$ cat config.mk
export PLATFORM = sky130hd
export DESIGN_NAME = prefixed_integer_literal_parser_core_flat
export DESIGN_NICKNAME = d
export VERILOG_FILES = /design/src/rtl/plip_pkg.sv /design/src/rtl/plip_in_if.sv /design/src/rtl/plip_out_if.sv /design/src/rtl/prefixed_integer_literal_parser_core.sv /design/src/flat_wrapper.sv
export SDC_FILE = /design/constraint.sdc
export NUM_CORES = 1
export LEC_CHECK = 0
export BUFFER_PORTS_ARGS = -buffer_cell sky130_fd_sc_hd__clkbuf_2
export CORE_ASPECT_RATIO = 0.6
export CORE_MARGIN = 2
export CORE_UTILIZATION = 60
export CTS_BUF_LIST = sky130_fd_sc_hd__clkbuf_4
export CTS_CLUSTER_DIAMETER = 60
export DETAILED_ROUTE_END_ITERATION = 16
export HOLD_SLACK_MARGIN = 0.03
export MAX_ROUTING_LAYER = met4
export PLACE_DENSITY = 0.77
export SYNTH_ARGS = -nofsm -noshare
export SYNTH_HDL_FRONTEND = slang
export SYNTH_SLANG_ARGS = --single-unit
$ cat constraint.sdc
create_clock -name clk -period 7.1 [get_ports clk]
set_clock_uncertainty 0.15 [all_clocks]
set_input_delay 0 -clock clk [delete_from_list [all_inputs] [get_ports clk]]
set_output_delay 0 -clock clk [all_outputs]
set_load 0.02 [all_outputs]
$ cat src/rtl/plip_pkg.sv
`timescale 1ns / 1ps
`default_nettype none
// ----------------------------------------------------------------------------
// plip_pkg
// shared types and codes for the prefixed integer literal parser
// ----------------------------------------------------------------------------
package plip_pkg;

	localparam int unsigned CHAR_W  = 8;
	localparam int unsigned VALUE_W = 64;
	localparam int unsigned STAT_W  = 2;

	// result status codes
	localparam logic [STAT_W-1:0] ST_NAN     = 2'd0;
	localparam logic [STAT_W-1:0] ST_VALID   = 2'd1;
	localparam logic [STAT_W-1:0] ST_TOO_BIG = 2'd2;

	// characters with a meaning of their own
	localparam logic [CHAR_W-1:0] CH_MINUS = 8'h2D;
	localparam logic [CHAR_W-1:0] CH_PLUS  = 8'h2B;
	localparam logic [CHAR_W-1:0] CH_ZERO  = 8'h30;
	localparam logic [CHAR_W-1:0] CH_ONE   = 8'h31;
	localparam logic [CHAR_W-1:0] CH_SEVEN = 8'h37;
	localparam logic [CHAR_W-1:0] CH_NINE  = 8'h39;
	localparam logic [CHAR_W-1:0] CH_A     = 8'h41;
	localparam logic [CHAR_W-1:0] CH_B     = 8'h42;
	localparam logic [CHAR_W-1:0] CH_F     = 8'h46;
	localparam logic [CHAR_W-1:0] CH_X     = 8'h58;

	typedef struct packed {
		logic [CHAR_W-1:0] char_code;
		logic              last_char;
		logic              force_negative;
	} in_item_t;

	typedef struct packed {
		logic [STAT_W-1:0]         status;
		logic signed [VALUE_W-1:0] value;
	} out_item_t;

endpackage
`default_nettype wire

$ cat src/rtl/plip_in_if.sv
`timescale 1ns / 1ps
`default_nettype none
// ----------------------------------------------------------------------------
// plip_in_if
// character channel: valid, ready and one character per transaction
// ----------------------------------------------------------------------------
interface plip_in_if
	import plip_pkg::*;
();
	logic     valid;
	logic     ready;
	in_item_t data;

	modport source (output valid, output data, input ready);
	modport sink (input valid, input data, output ready);
endinterface
`default_nettype wire

$ cat src/rtl/plip_out_if.sv
`timescale 1ns / 1ps
`default_nettype none
// ----------------------------------------------------------------------------
// plip_out_if
// result channel: valid, ready and one parsed literal per transaction
// ----------------------------------------------------------------------------
interface plip_out_if
	import plip_pkg::*;
();
	logic      valid;
	logic      ready;
	out_item_t data;

	modport source (output valid, output data, input ready);
	modport sink (input valid, input data, output ready);
endinterface
`default_nettype wire

$ cat src/rtl/prefixed_integer_literal_parser_core.sv
`timescale 1ns / 1ps
`default_nettype none
// ----------------------------------------------------------------------------
// prefixed_integer_literal_parser_core
// streaming parser for signed ascii integer literals in binary, octal,
// decimal and hex
// ----------------------------------------------------------------------------
// One character enters per transaction on chars; the transaction marked
// last_char yields exactly one transaction on result, no other character
// yields any. A character is taken every cycle while results are drained:
// each character is held in an input register, then one pass of decode
// and accumulate (a shift, or a times-ten add) updates the parse state
// and, on the last character, loads the result register. The result
// register frees itself in the same cycle its transaction completes, so
// a stalled consumer only holds back input once a second result is ready
// behind it.
// ----------------------------------------------------------------------------
module prefixed_integer_literal_parser_core
	import plip_pkg::*;
(
	input  wire logic   clk,
	input  wire logic   arst_n,
	plip_in_if.sink     chars,
	plip_out_if.source  result
);

	// parse phase codes
	localparam logic [1:0] PH_START = 2'd0;
	localparam logic [1:0] PH_SIGN  = 2'd1;
	localparam logic [1:0] PH_ZERO  = 2'd2;
	localparam logic [1:0] PH_DIGIT = 2'd3;

	// radix codes
	localparam logic [1:0] RX_DEC = 2'd0;
	localparam logic [1:0] RX_BIN = 2'd1;
	localparam logic [1:0] RX_OCT = 2'd2;
	localparam logic [1:0] RX_HEX = 2'd3;

	// input register
	logic     valid_s1;
	in_item_t item_s1;

	// result register: raw magnitude plus a negate mark, zero unless valid
	logic               valid_s2;
	logic [STAT_W-1:0]  status_s2;
	logic [VALUE_W-1:0] mag_s2;
	logic               neg_s2;

	// parse state
	logic [1:0]         phase_q;
	logic [1:0]         radix_q;
	logic [VALUE_W-1:0] acc_q;
	logic               neg_q;
	logic               bad_q;

	// next parse state
	logic [1:0]         phase_d;
	logic [1:0]         radix_d;
	logic [VALUE_W-1:0] acc_d;
	logic               neg_d;
	logic               bad_d;

	logic               take_first;
	logic               take_digit;
	logic               digit_ok;
	logic [3:0]         digit_val;
	logic [1:0]         digit_radix;
	logic [VALUE_W-1:0] acc_tenfold;
	logic               advance;
	logic [STAT_W-1:0]  status_d;

	// stage one moves on unless it holds a last character and the result
	// register is occupied and stalled
	assign advance     = valid_s1 && (!item_s1.last_char || !valid_s2 || result.ready);
	assign chars.ready = !valid_s1 || advance;

	// a character right after the leading zero is read as octal
	assign digit_radix = (phase_q == PH_ZERO) ? RX_OCT : radix_q;

	// digit decode for the selected radix
	always_comb begin
		digit_ok  = 1'b0;
		digit_val = item_s1.char_code[3:0];
		case (digit_radix)
			RX_BIN: digit_ok = (item_s1.char_code == CH_ZERO) || (item_s1.char_code == CH_ONE);
			RX_OCT: digit_ok = item_s1.char_code inside {[CH_ZERO:CH_SEVEN]};
			RX_HEX: begin
				if (item_s1.char_code inside {[CH_ZERO:CH_NINE]}) begin
					digit_ok = 1'b1;
				end else if (item_s1.char_code inside {[CH_A:CH_F]}) begin
					digit_ok  = 1'b1;
					digit_val = 4'(item_s1.char_code - CH_A + 8'd10);
				end
			end
			default: digit_ok = item_s1.char_code inside {[CH_ZERO:CH_NINE]};
		endcase
	end

	// times ten plus the digit, as two shifts and two adds
	assign acc_tenfold = {acc_q[VALUE_W-4:0], 3'b000} + {acc_q[VALUE_W-2:0], 1'b0}
		+ VALUE_W'(digit_val);

	always_comb begin
		phase_d    = phase_q;
		radix_d    = radix_q;
		acc_d      = acc_q;
		neg_d      = neg_q;
		bad_d      = bad_q;
		take_first = 1'b0;
		take_digit = 1'b0;

		case (phase_q)
			PH_START: begin
				neg_d   = item_s1.force_negative;
				bad_d   = 1'b0;
				acc_d   = '0;
				radix_d = RX_DEC;
				if (item_s1.char_code == CH_MINUS) begin
					neg_d   = 1'b1;
					phase_d = PH_SIGN;
				end else if (item_s1.char_code == CH_PLUS) begin
					phase_d = PH_SIGN;
				end else begin
					take_first = 1'b1;
				end
			end
			PH_SIGN: take_first = 1'b1;
			PH_ZERO: begin
				// prefix letter or first octal digit
				if (item_s1.char_code == CH_B) begin
					radix_d = RX_BIN;
				end else if (item_s1.char_code == CH_X) begin
					radix_d = RX_HEX;
				end else begin
					radix_d    = RX_OCT;
					take_digit = 1'b1;
				end
				phase_d = PH_DIGIT;
			end
			default: take_digit = 1'b1;
		endcase

		// first character after the optional sign
		if (take_first) begin
			if (!(item_s1.char_code inside {[CH_ZERO:CH_NINE]})) begin
				bad_d   = 1'b1;
				phase_d = PH_DIGIT;
			end else if (item_s1.char_code == CH_ZERO) begin
				phase_d = PH_ZERO;
			end else begin
				radix_d = RX_DEC;
				acc_d   = VALUE_W'(item_s1.char_code[3:0]);
				phase_d = PH_DIGIT;
			end
		end

		// fold a digit in, sticky failure once a bad character is seen
		if (take_digit && !bad_q) begin
			if (!digit_ok) begin
				bad_d = 1'b1;
			end else begin
				case (radix_d)
					RX_BIN:  acc_d = {acc_q[VALUE_W-2:0], digit_val[0]};
					RX_OCT:  acc_d = {acc_q[VALUE_W-4:0], digit_val[2:0]};
					RX_HEX:  acc_d = {acc_q[VALUE_W-5:0], digit_val};
					default: acc_d = acc_tenfold;
				endcase
			end
		end
	end

	// status of a literal that ends with this character
	always_comb begin
		if (bad_d || phase_d == PH_SIGN) begin
			status_d = ST_NAN;
		end else if (neg_d && acc_d[VALUE_W-1]) begin
			status_d = ST_TOO_BIG;
		end else begin
			status_d = ST_VALID;
		end
	end

	// input register
	always_ff @(posedge clk or negedge arst_n) begin
		if (!arst_n) begin
			valid_s1 <= 1'b0;
		end else if (chars.ready) begin
			valid_s1 <= chars.valid;
		end
	end

	always_ff @(posedge clk) begin
		if (chars.ready && chars.valid) begin
			item_s1 <= chars.data;
		end
	end

	// parse state, back to its start values after each last character
	always_ff @(posedge clk or negedge arst_n) begin
		if (!arst_n) begin
			phase_q <= PH_START;
			radix_q <= RX_DEC;
			acc_q   <= '0;
			neg_q   <= 1'b0;
			bad_q   <= 1'b0;
		end else if (advance) begin
			if (item_s1.last_char) begin
				phase_q <= PH_START;
				radix_q <= RX_DEC;
				acc_q   <= '0;
				neg_q   <= 1'b0;
				bad_q   <= 1'b0;
			end else begin
				phase_q <= phase_d;
				radix_q <= radix_d;
				acc_q   <= acc_d;
				neg_q   <= neg_d;
				bad_q   <= bad_d;
			end
		end
	end

	// result register
	always_ff @(posedge clk or negedge arst_n) begin
		if (!arst_n) begin
			valid_s2 <= 1'b0;
		end else if (advance && item_s1.last_char) begin
			valid_s2 <= 1'b1;
		end else if (result.ready) begin
			valid_s2 <= 1'b0;
		end
	end

	always_ff @(posedge clk) begin
		if (advance && item_s1.last_char) begin
			status_s2 <= status_d;
			mag_s2    <= (status_d == ST_VALID) ? acc_d : '0;
			neg_s2    <= neg_d;
		end
	end

	// negation after the register keeps it off the accumulate path
	assign result.valid        = valid_s2;
	assign result.data.status  = status_s2;
	assign result.data.value   = neg_s2 ? (VALUE_W'(0) - mag_s2) : mag_s2;

endmodule
`default_nettype wire

$ cat src/flat_wrapper.sv
// flat-port wrapper written by rule: the top's interface ports become plain ports
module prefixed_integer_literal_parser_core_flat import plip_pkg::*;
  (clk, arst_n, chars_valid, chars_data, chars_ready, result_valid, result_data, result_ready);
  plip_in_if chars_i ();
  plip_out_if result_i ();
  input  wire logic clk;
  input  wire logic arst_n;
  input wire logic [$bits(chars_i.valid)-1:0] chars_valid;
  input wire logic [$bits(chars_i.data)-1:0] chars_data;
  output wire logic [$bits(chars_i.ready)-1:0] chars_ready;
  output wire logic [$bits(result_i.valid)-1:0] result_valid;
  output wire logic [$bits(result_i.data)-1:0] result_data;
  input wire logic [$bits(result_i.ready)-1:0] result_ready;
  assign chars_i.valid = chars_valid;
  assign chars_i.data = chars_data;
  assign chars_ready = chars_i.ready;
  assign result_valid = result_i.valid;
  assign result_data = result_i.data;
  assign result_i.ready = result_ready;
  prefixed_integer_literal_parser_core u_core (.clk(clk), .arst_n(arst_n), .chars(chars_i), .result(result_i));
endmodule
==> results.json, run 1 <==
{
  "worstSetupPathType": "reg2reg",
  "cts_sinks": 149,
  "p_total_uw": 2000,
  "synth_area_um2": 13800,
  "syn-num-nets": 1841,
  "htreeDepth": 4,
  "drv_slew": 0,
  "p_int_uw": 1270,
  "hold-worst-slack_ns": 0.0835,
  "syn_to_final_growth_pct": 8.29,
  "p_switching_uw": 736,
  "vias": 14047,
  "setup_viol": 0,
  "drive_gt1_share_pct": 10.2,
  "status": "complete, no violations",
  "cp_max_fo": 9,
  "yosys_warnings": 0,
  "drt_iter0_drc": 2147,
  "grt_pass1_wl_um": 73200,
  "ant_nets": 0,
  "hpwl_um": 34500,
  "crit_path_end_kind": "flip-flop",
  "p_leak_uw": 0.00622,
  "period_minus_slack_ns": 6.53,
  "die-area_um2": 24400,
  "cts-root-buf": "clkbuf_4",
  "syn_area_per_cell_um2": 8.16,
  "dieWidth_um": 200,
  "seq_power_share_pct": 48.7,
  "initial_utilization_pct": 60.6,
  "core-area_um2": 22900,
  "cts_buffers": 17,
  "ir_worst_vdd_mv": 0.0938,
  "rows": 43,
  "async_reset_ff_share_pct": 48.3,
  "ys_ff_latch": 149,
  "finalWirelength_um": 47000,
  "synth_edf_count": 77,
  "pin_count": 82,
  "fin_setup_tns_ns": 0,
  "cts_tree": "done",
  "routed_via_density": 6.80,
  "drt-wirelength-per-cell_um": 22.7,
  "final_cell_area_um2": 15000,
  "p_comb_share_pct": 24.2,
  "worst_hold_path_type": "in2reg",
  "first_pass_iters": 7,
  "placed_area_um2": 14400,
  "p_per_area_nw_per_um2": 134,
  "critical_path_required_ns": 7.37,
  "cts_setup_buffers": 0,
  "grt_usage_pct": 39.8,
  "grt_overflow": 0,
  "fmax_ghz": 0.153,
  "p_clk_share_pct": 27.1,
  "post-route-drc-count": 0,
  "hold_viol": 0,
  "max_slew.worst_pin.slew_ns": 1.06,
  "cp_data_arrival_time_ns": 6.80,
  "worstSkewPairLatency_ns": 0.60,
  "swShare_pct": 36.7,
  "die_y_um": 122,
  "final_cells": 2065,
  "grt_pass1_vias": 12428,
  "cp-startpoint": "u_core.item_s1[3]$_DFFE_PP_",
  "path_clk_slew_ns": 0.16,
  "antenna_found_initial": 3,
  "synth_ff_type": "edfxtp_1",
  "period_share_pct": 92.0,
  "synthDistinctLibCells": 74,
  "start_kind": "flip-flop",
  "maxSlewHeadroom_pct": 28.8,
  "dp_cells": 2003,
  "rsz0062_at_grt": "no",
  "gp_congestion": 0.976,
  "r2r-start": "u_core.item_s1[3]$_DFFE_PP_",
  "cap_viol_max_count": 0,
  "synth.yosys.seq_area_share_pct": 29.7,
  "nets": 1877,
  "grt_max_degree": 65,
  "min_from": "result_ready",
  "port_buffers": 81,
  "ctsLongestPathBuffers": 2,
  "syn_inst": 1698
}
## synth_stat cells, types with 13 or more instances
cell type	count	area share, %
dfrtp_1	72	13
and3_1	14	0.63
nor3_1	37	1.3
a221oi_1	27	1.7
o22ai_1	22	0.99
inv_1	23	0.62
ha_1	127	11
nor2_1	160	4.3
or3_1	15	0.68
edfxtp_1	77	17
nand2_1	230	6.2
nor2b_1	15	0.68
o31ai_1	27	1.5
nand3_1	29	1.0
mux2_2	15	1.2
xor2_1	26	1.6
nand2b_1	21	0.95
o211ai_1	13	0.70
o21bai_1	15	0.81
mux2i_1	23	1.7
a21o_1	37	2.0
a31oi_1	20	0.90
nand4_1	23	1.0
clkbuf_1	101	2.7
a21oi_1	164	5.9
o21ai_0	113	4.1
xnor2_1	92	5.8
## kinds of logic after synthesis
kind of cell	share of synthesized area, %
XOR/XNOR	7.46
adder cells (fa/ha/maj)	11.8
AND/OR/NAND/NOR	19.4
buffers and inverters	3.63
multiplexers	2.88
AO/OA/AOI/OAI	25.1
flip-flops	29.7
## per-stage QoR
stage / worst slack, ns / util [%]
after floorplan: 2.09 / -
after global placement: 1.01 / 63.2
after detailed placement: 0.914 / 63.2
after CTS: 0.785 / 65.6
after global routing: 0.186 / 65.6
final: 0.567 / 65.6
## power by group through the flow
stage,Combinational [uW],Sequential [uW],Clock (uW)
after floorplan,323,978,0
after CTS,472,973,541
after global placement,456,990,0
final,485,976,542
after global routing,515,979,573
after detailed placement,459,991,0
## what timing repair did
action | CTS | global route
endpoints found under the hold margin | 124 | 0
setup endpoints to repair | 0 | 0
hold buffers | 27 | 0
gates resized for setup | 0 | 0
## cell type report
| class | instances | area [um2] |
|---|---|---|
| multi-input cells | 1416 | 9290 |
| fillers | 1854 | 7870 |
| flip-flops and latches | 149 | 4110 |
| repair buffers | 127 | 833 |
| well taps | 315 | 394 |
| clock inverters | 15 | 143 |
| clock buffers | 17 | 128 |
| inverters | 23 | 86.3 |
| diodes | 3 | 7.51 |
## flip-flops by register name, summed over array words and instances (netlist names)
| name | flops |
|---|---|
| u_core.phase_q | 2 |
| u_core.neg_q | 1 |
| u_core.status_s2 | 2 |
| u_core.item_s1 | 10 |
| u_core.valid_s1 | 1 |
| u_core.neg_s2 | 1 |
| u_core.radix_q | 2 |
| u_core.acc_q | 64 |
| u_core.bad_q | 1 |
| u_core.mag_s2 | 64 |
| u_core.result.valid | 1 |
## placed cells by master (no fill, tap or decap), drive strengths merged, types with 21 or more instances in the layout
master       instances
nor2               160
inv                 31
dfrtp               72
nor3                38
xnor2               92
nand2b              21
nand2              230
mux2i               23
nand4               23
o31ai               27
a21oi              164
dlygate4sd3         27
a221oi              27
clkbuf              97
ha                 127
edfxtp              77
o21ai              117
o22ai               22
nand3               29
xor2                26
a21o                37
## layer usage
layer	vias to the layer above	global-route usage (%)	part of all wire [%]
li1	6357	-	-
met1	6531	62.5	47
met2	1101	46.7	35
met3	58	15.5	17
met4	0	5.50	0.93
met5	-	-	0
## final timing paths
kind	endpoint	slack, ns	depth (start not counted)
max reg2reg	u_core.mag_s2[60]$_SDFFCE_PP0P_	0.57	22
max in group asynchronous	u_core.acc_q[22]$_DFFE_PN0P_	5.08	4
min reg2reg	u_core.neg_q$_DFFE_PN0P_	0.39	1
max	u_core.mag_s2[60]$_SDFFCE_PP0P_	0.57	22
min	u_core.result.valid$_DFFE_PN0P_	0.08	3
min in group asynchronous	u_core.acc_q[21]$_DFFE_PN0P_	0.49	4
## worst max-delay path: stages (launching register included)
cell and delay [ns]:
edfxtp_1 0.56, inv_1 0.13, ha_1 0.24, nor2_1 0.06, a32oi_1 0.15, nand4_1 0.17, nor2_1 0.30, nand2_1 0.12
xnor2_1 0.16, ha_1 0.30, ha_1 0.20, inv_1 0.08, fa_1 0.39, nand2b_1 0.18, a21oi_1 0.21, o21a_1 0.35
a211oi_1 0.17, o21ai_0 0.45, o21ai_0 0.27, o41ai_1 0.82, nand4_1 0.29, or3_1 0.41, a31oi_1 0.17
No activity file was read; power rests on OpenSTA's default activity.
==> run 2, diff against run 1 <==
Settings changed: CELL_PAD_IN_SITES_DETAIL_PLACEMENT set to 2, CELL_PAD_IN_SITES_GLOBAL_PLACEMENT set to 2, CORE_UTILIZATION 60 to 39, PLACE_DENSITY 0.77 to 0.81.
==> results.json, run 2 (synthesis results as in run 1) <==
{
  "status": "complete, no violations",
  "routed_via_density": 6.55,
  "cp.depth": 23,
  "rows": 53,
  "max_slew.worst_pin.slew_ns": 1.04,
  "syn_to_final_growth_pct": 9.80,
  "start_kind": "flip-flop",
  "nets": 1879,
  "die-area_um2": 37100,
  "fmax_ghz": 0.149,
  "hold_viol": 0,
  "die_y_um": 150,
  "cp_slowest_cell": "o41ai_1",
  "period_share_pct": 94.5,
  "grt_pass1_wl_um": 94500,
  "crit_buf_inv": 2,
  "hold_end": "u_core.result.valid$_DFFE_PN0P_",
  "cts_tree": "done",
  "dieWidth_um": 247,
  "cp_data_arrival_time_ns": 7.03,
  "grt_usage_pct": 34.8,
  "period_minus_slack_ns": 6.71,
  "cts_sinks": 149,
  "p_per_area_nw_per_um2": 136,
  "final_cell_mix": "nand2_1 (230), a21oi_1 (162), nor2_1 (158)",
  "vias": 14515,
  "p_total_uw": 2070,
  "max_stage_delay_ns": 0.83,
  "cap_viol_max_count": 0,
  "drv_slew": 0,
  "drt_iter0_drc": 1527,
  "ctsLongestPathBuffers": 2,
  "maxSlewHeadroom_pct": 29.9,
  "path_delay_family": "compound AO/OA/AOI/OAI gates",
  "nFillCells": 3997,
  "p_leak_uw": 0.00622,
  "critical_path_required_ns": 7.42,
  "cts_buffers": 17,
  "first_pass_iters": 6,
  "antenna_found_initial": 2,
  "setup_viol": 0,
  "pin_count": 82,
  "final_common_cell": "nand2_1",
  "worstSkewPairLatency_ns": 0.62,
  "finalWirelength_um": 62800,
  "drt-wirelength-per-cell_um": 28.3,
  "rsz0062_at_grt": "no",
  "rr_worst_depth": 23,
  "path_clk_slew_ns": 0.15,
  "cts-root-buf": "clkbuf_4",
  "grt_overflow": 0,
  "port_buffers": 81,
  "drive_gt1_share_pct": 10.3,
  "grt_pass1_vias": 14481,
  "core-area_um2": 35000,
  "ant_nets": 0,
  "gp_congestion": 0.950,
  "initial_utilization_pct": 39.6,
  "crit_path_end_kind": "flip-flop",
  "holdPathStages": 3,
  "largestRegisters": "u_core.acc_q (64), u_core.mag_s2 (64), u_core.item_s1 (10)",
  "crit_chain": "inv_1 -> ha_1 -> nor2_1 -> a32oi_1 -> nand4_1 -> nor2_1 -> nand2_1 -> xnor2_1 -> ha_1 -> ha_1 -> inv_1 -> fa_1 -> nand2b_1 -> a21oi_1 -> o21a_1 -> a211oi_1 -> o21ai_0 -> o21ai_0 -> o41ai_1 -> xnor2_1 -> o21ai_0 -> a21oi_1 -> nor2_1",
  "fin_setup_tns_ns": 0,
  "worstSetupPathType": "reg2reg",
  "r2r-start": "u_core.item_s1[3]$_DFFE_PP_",
  "min_from": "result_ready",
  "cp_max_fo": 9,
  "rrSetupSlack_ns": 0.39,
  "reg2reg_to": "u_core.mag_s2[56]$_SDFFCE_PP0P_",
  "hpwl_um": 46100,
  "grt_max_degree": 65,
  "post-route-drc-count": 0,
  "ir_worst_vdd_mv": 0.0896,
  "worst_hold_path_type": "in2reg",
  "htreeDepth": 4
}
run 2: cell count changes in the layout (fill, tap and decap cells not counted), sizes merged:
| cell | delta |
|---|---|
| clkbuf | +1 |
| buf | +2 |
| diode | -2 |
| clkinv | -2 |
| clkinvlp | +1 |
run 2: area by class of cell:
| class | count | area, um2 | area share (%) |
|---|---|---|---|
| diodes | 1 | 2.50 | 0.0165 |
| repair buffers | 129 | 848 | 5.58 |
| inverters | 23 | 86.3 | 0.568 |
| well taps | 467 | 584 | 3.84 |
| multi-input cells | 1416 | 9300 | 61.1 |
| flip-flops and latches | 149 | 4110 | 27.1 |
| clock inverters | 14 | 138 | 0.905 |
| clock buffers | 18 | 135 | 0.889 |
run 2: timing repair:
action / in CTS / in global routing
hold buffers: 27 / 0
hold endpoints to repair: 118 / 0
gates resized for setup: 0 / 0
buffers inserted: 0 / 0
run 2: metrics by stage:
stage | instance area [um2] | setup slack [ns] | hold slack, ns | std cells | utilization [%]
floorplan | 13800 | 2.09 | -0.446 | 1698 | -
global placement | 14700 | 1.02 | -0.243 | 2157 | 41.9
detailed placement | 14700 | 0.677 | -0.235 | 2157 | 41.9
CTS | 15200 | 0.570 | 0.0564 | 2216 | 43.4
global route | 15200 | 0.0273 | 0.0937 | 2217 | 43.4
finish | 15200 | 0.393 | 0.0719 | 2217 | 43.4
run 2: power by group:
| group | internal, uW | total [uW] | leakage [uW] | switching [uW] |
|---|---|---|---|---|
| clock | 187 | 569 | 0.000146 | 381 |
| sequential | 938 | 983 | 0.00174 | 44.2 |
| combinational | 147 | 520 | 0.00434 | 373 |
| total | 1270 | 2070 | 0.00622 | 798 |
run 2: how the worst max path moves through the flow:
| stage | from | slack, ns | endpoint |
|---|---|---|---|
| 2_1_floorplan | u_core.item_s1[3]$_DFFE_PP_ | 2.09 | u_core.mag_s2[62]$_SDFFCE_PP0P_ |
| 3_3_place_gp | u_core.item_s1[3]$_DFFE_PP_ | 1.02 | u_core.mag_s2[60]$_SDFFCE_PP0P_ |
| 3_5_place_dp | u_core.item_s1[3]$_DFFE_PP_ | 0.68 | u_core.mag_s2[56]$_SDFFCE_PP0P_ |
| 4_1_cts | u_core.item_s1[2]$_DFFE_PP_ | 0.57 | u_core.mag_s2[56]$_SDFFCE_PP0P_ |
| 5_1_grt | u_core.item_s1[3]$_DFFE_PP_ | 0.03 | u_core.mag_s2[56]$_SDFFCE_PP0P_ |
| 6_report | u_core.item_s1[3]$_DFFE_PP_ | 0.39 | u_core.mag_s2[56]$_SDFFCE_PP0P_ |
run 2: per-layer routing:
| layer | track usage (%) | up-vias | wire, um |
|---|---|---|---|
| met4 | 4.55 | 0 | 446 |
| met5 | - | - | 0 |
| met2 | 46.5 | 594 | 25200 |
| met3 | 8.52 | 48 | 5930 |
| li1 | - | 6347 | - |
| met1 | 53.2 | 7526 | 31300 |
run 2: worst reg2reg max path: cells and delay by family (launching register included):
kind | cells | cell delay (ns)
compound gates | 9 | 3.12
fa+ha+maj | 4 | 1.21
flops | 1 | 0.58
xor+xnor | 2 | 0.28
simple gates | 6 | 0.99
buf+inv | 2 | 0.26
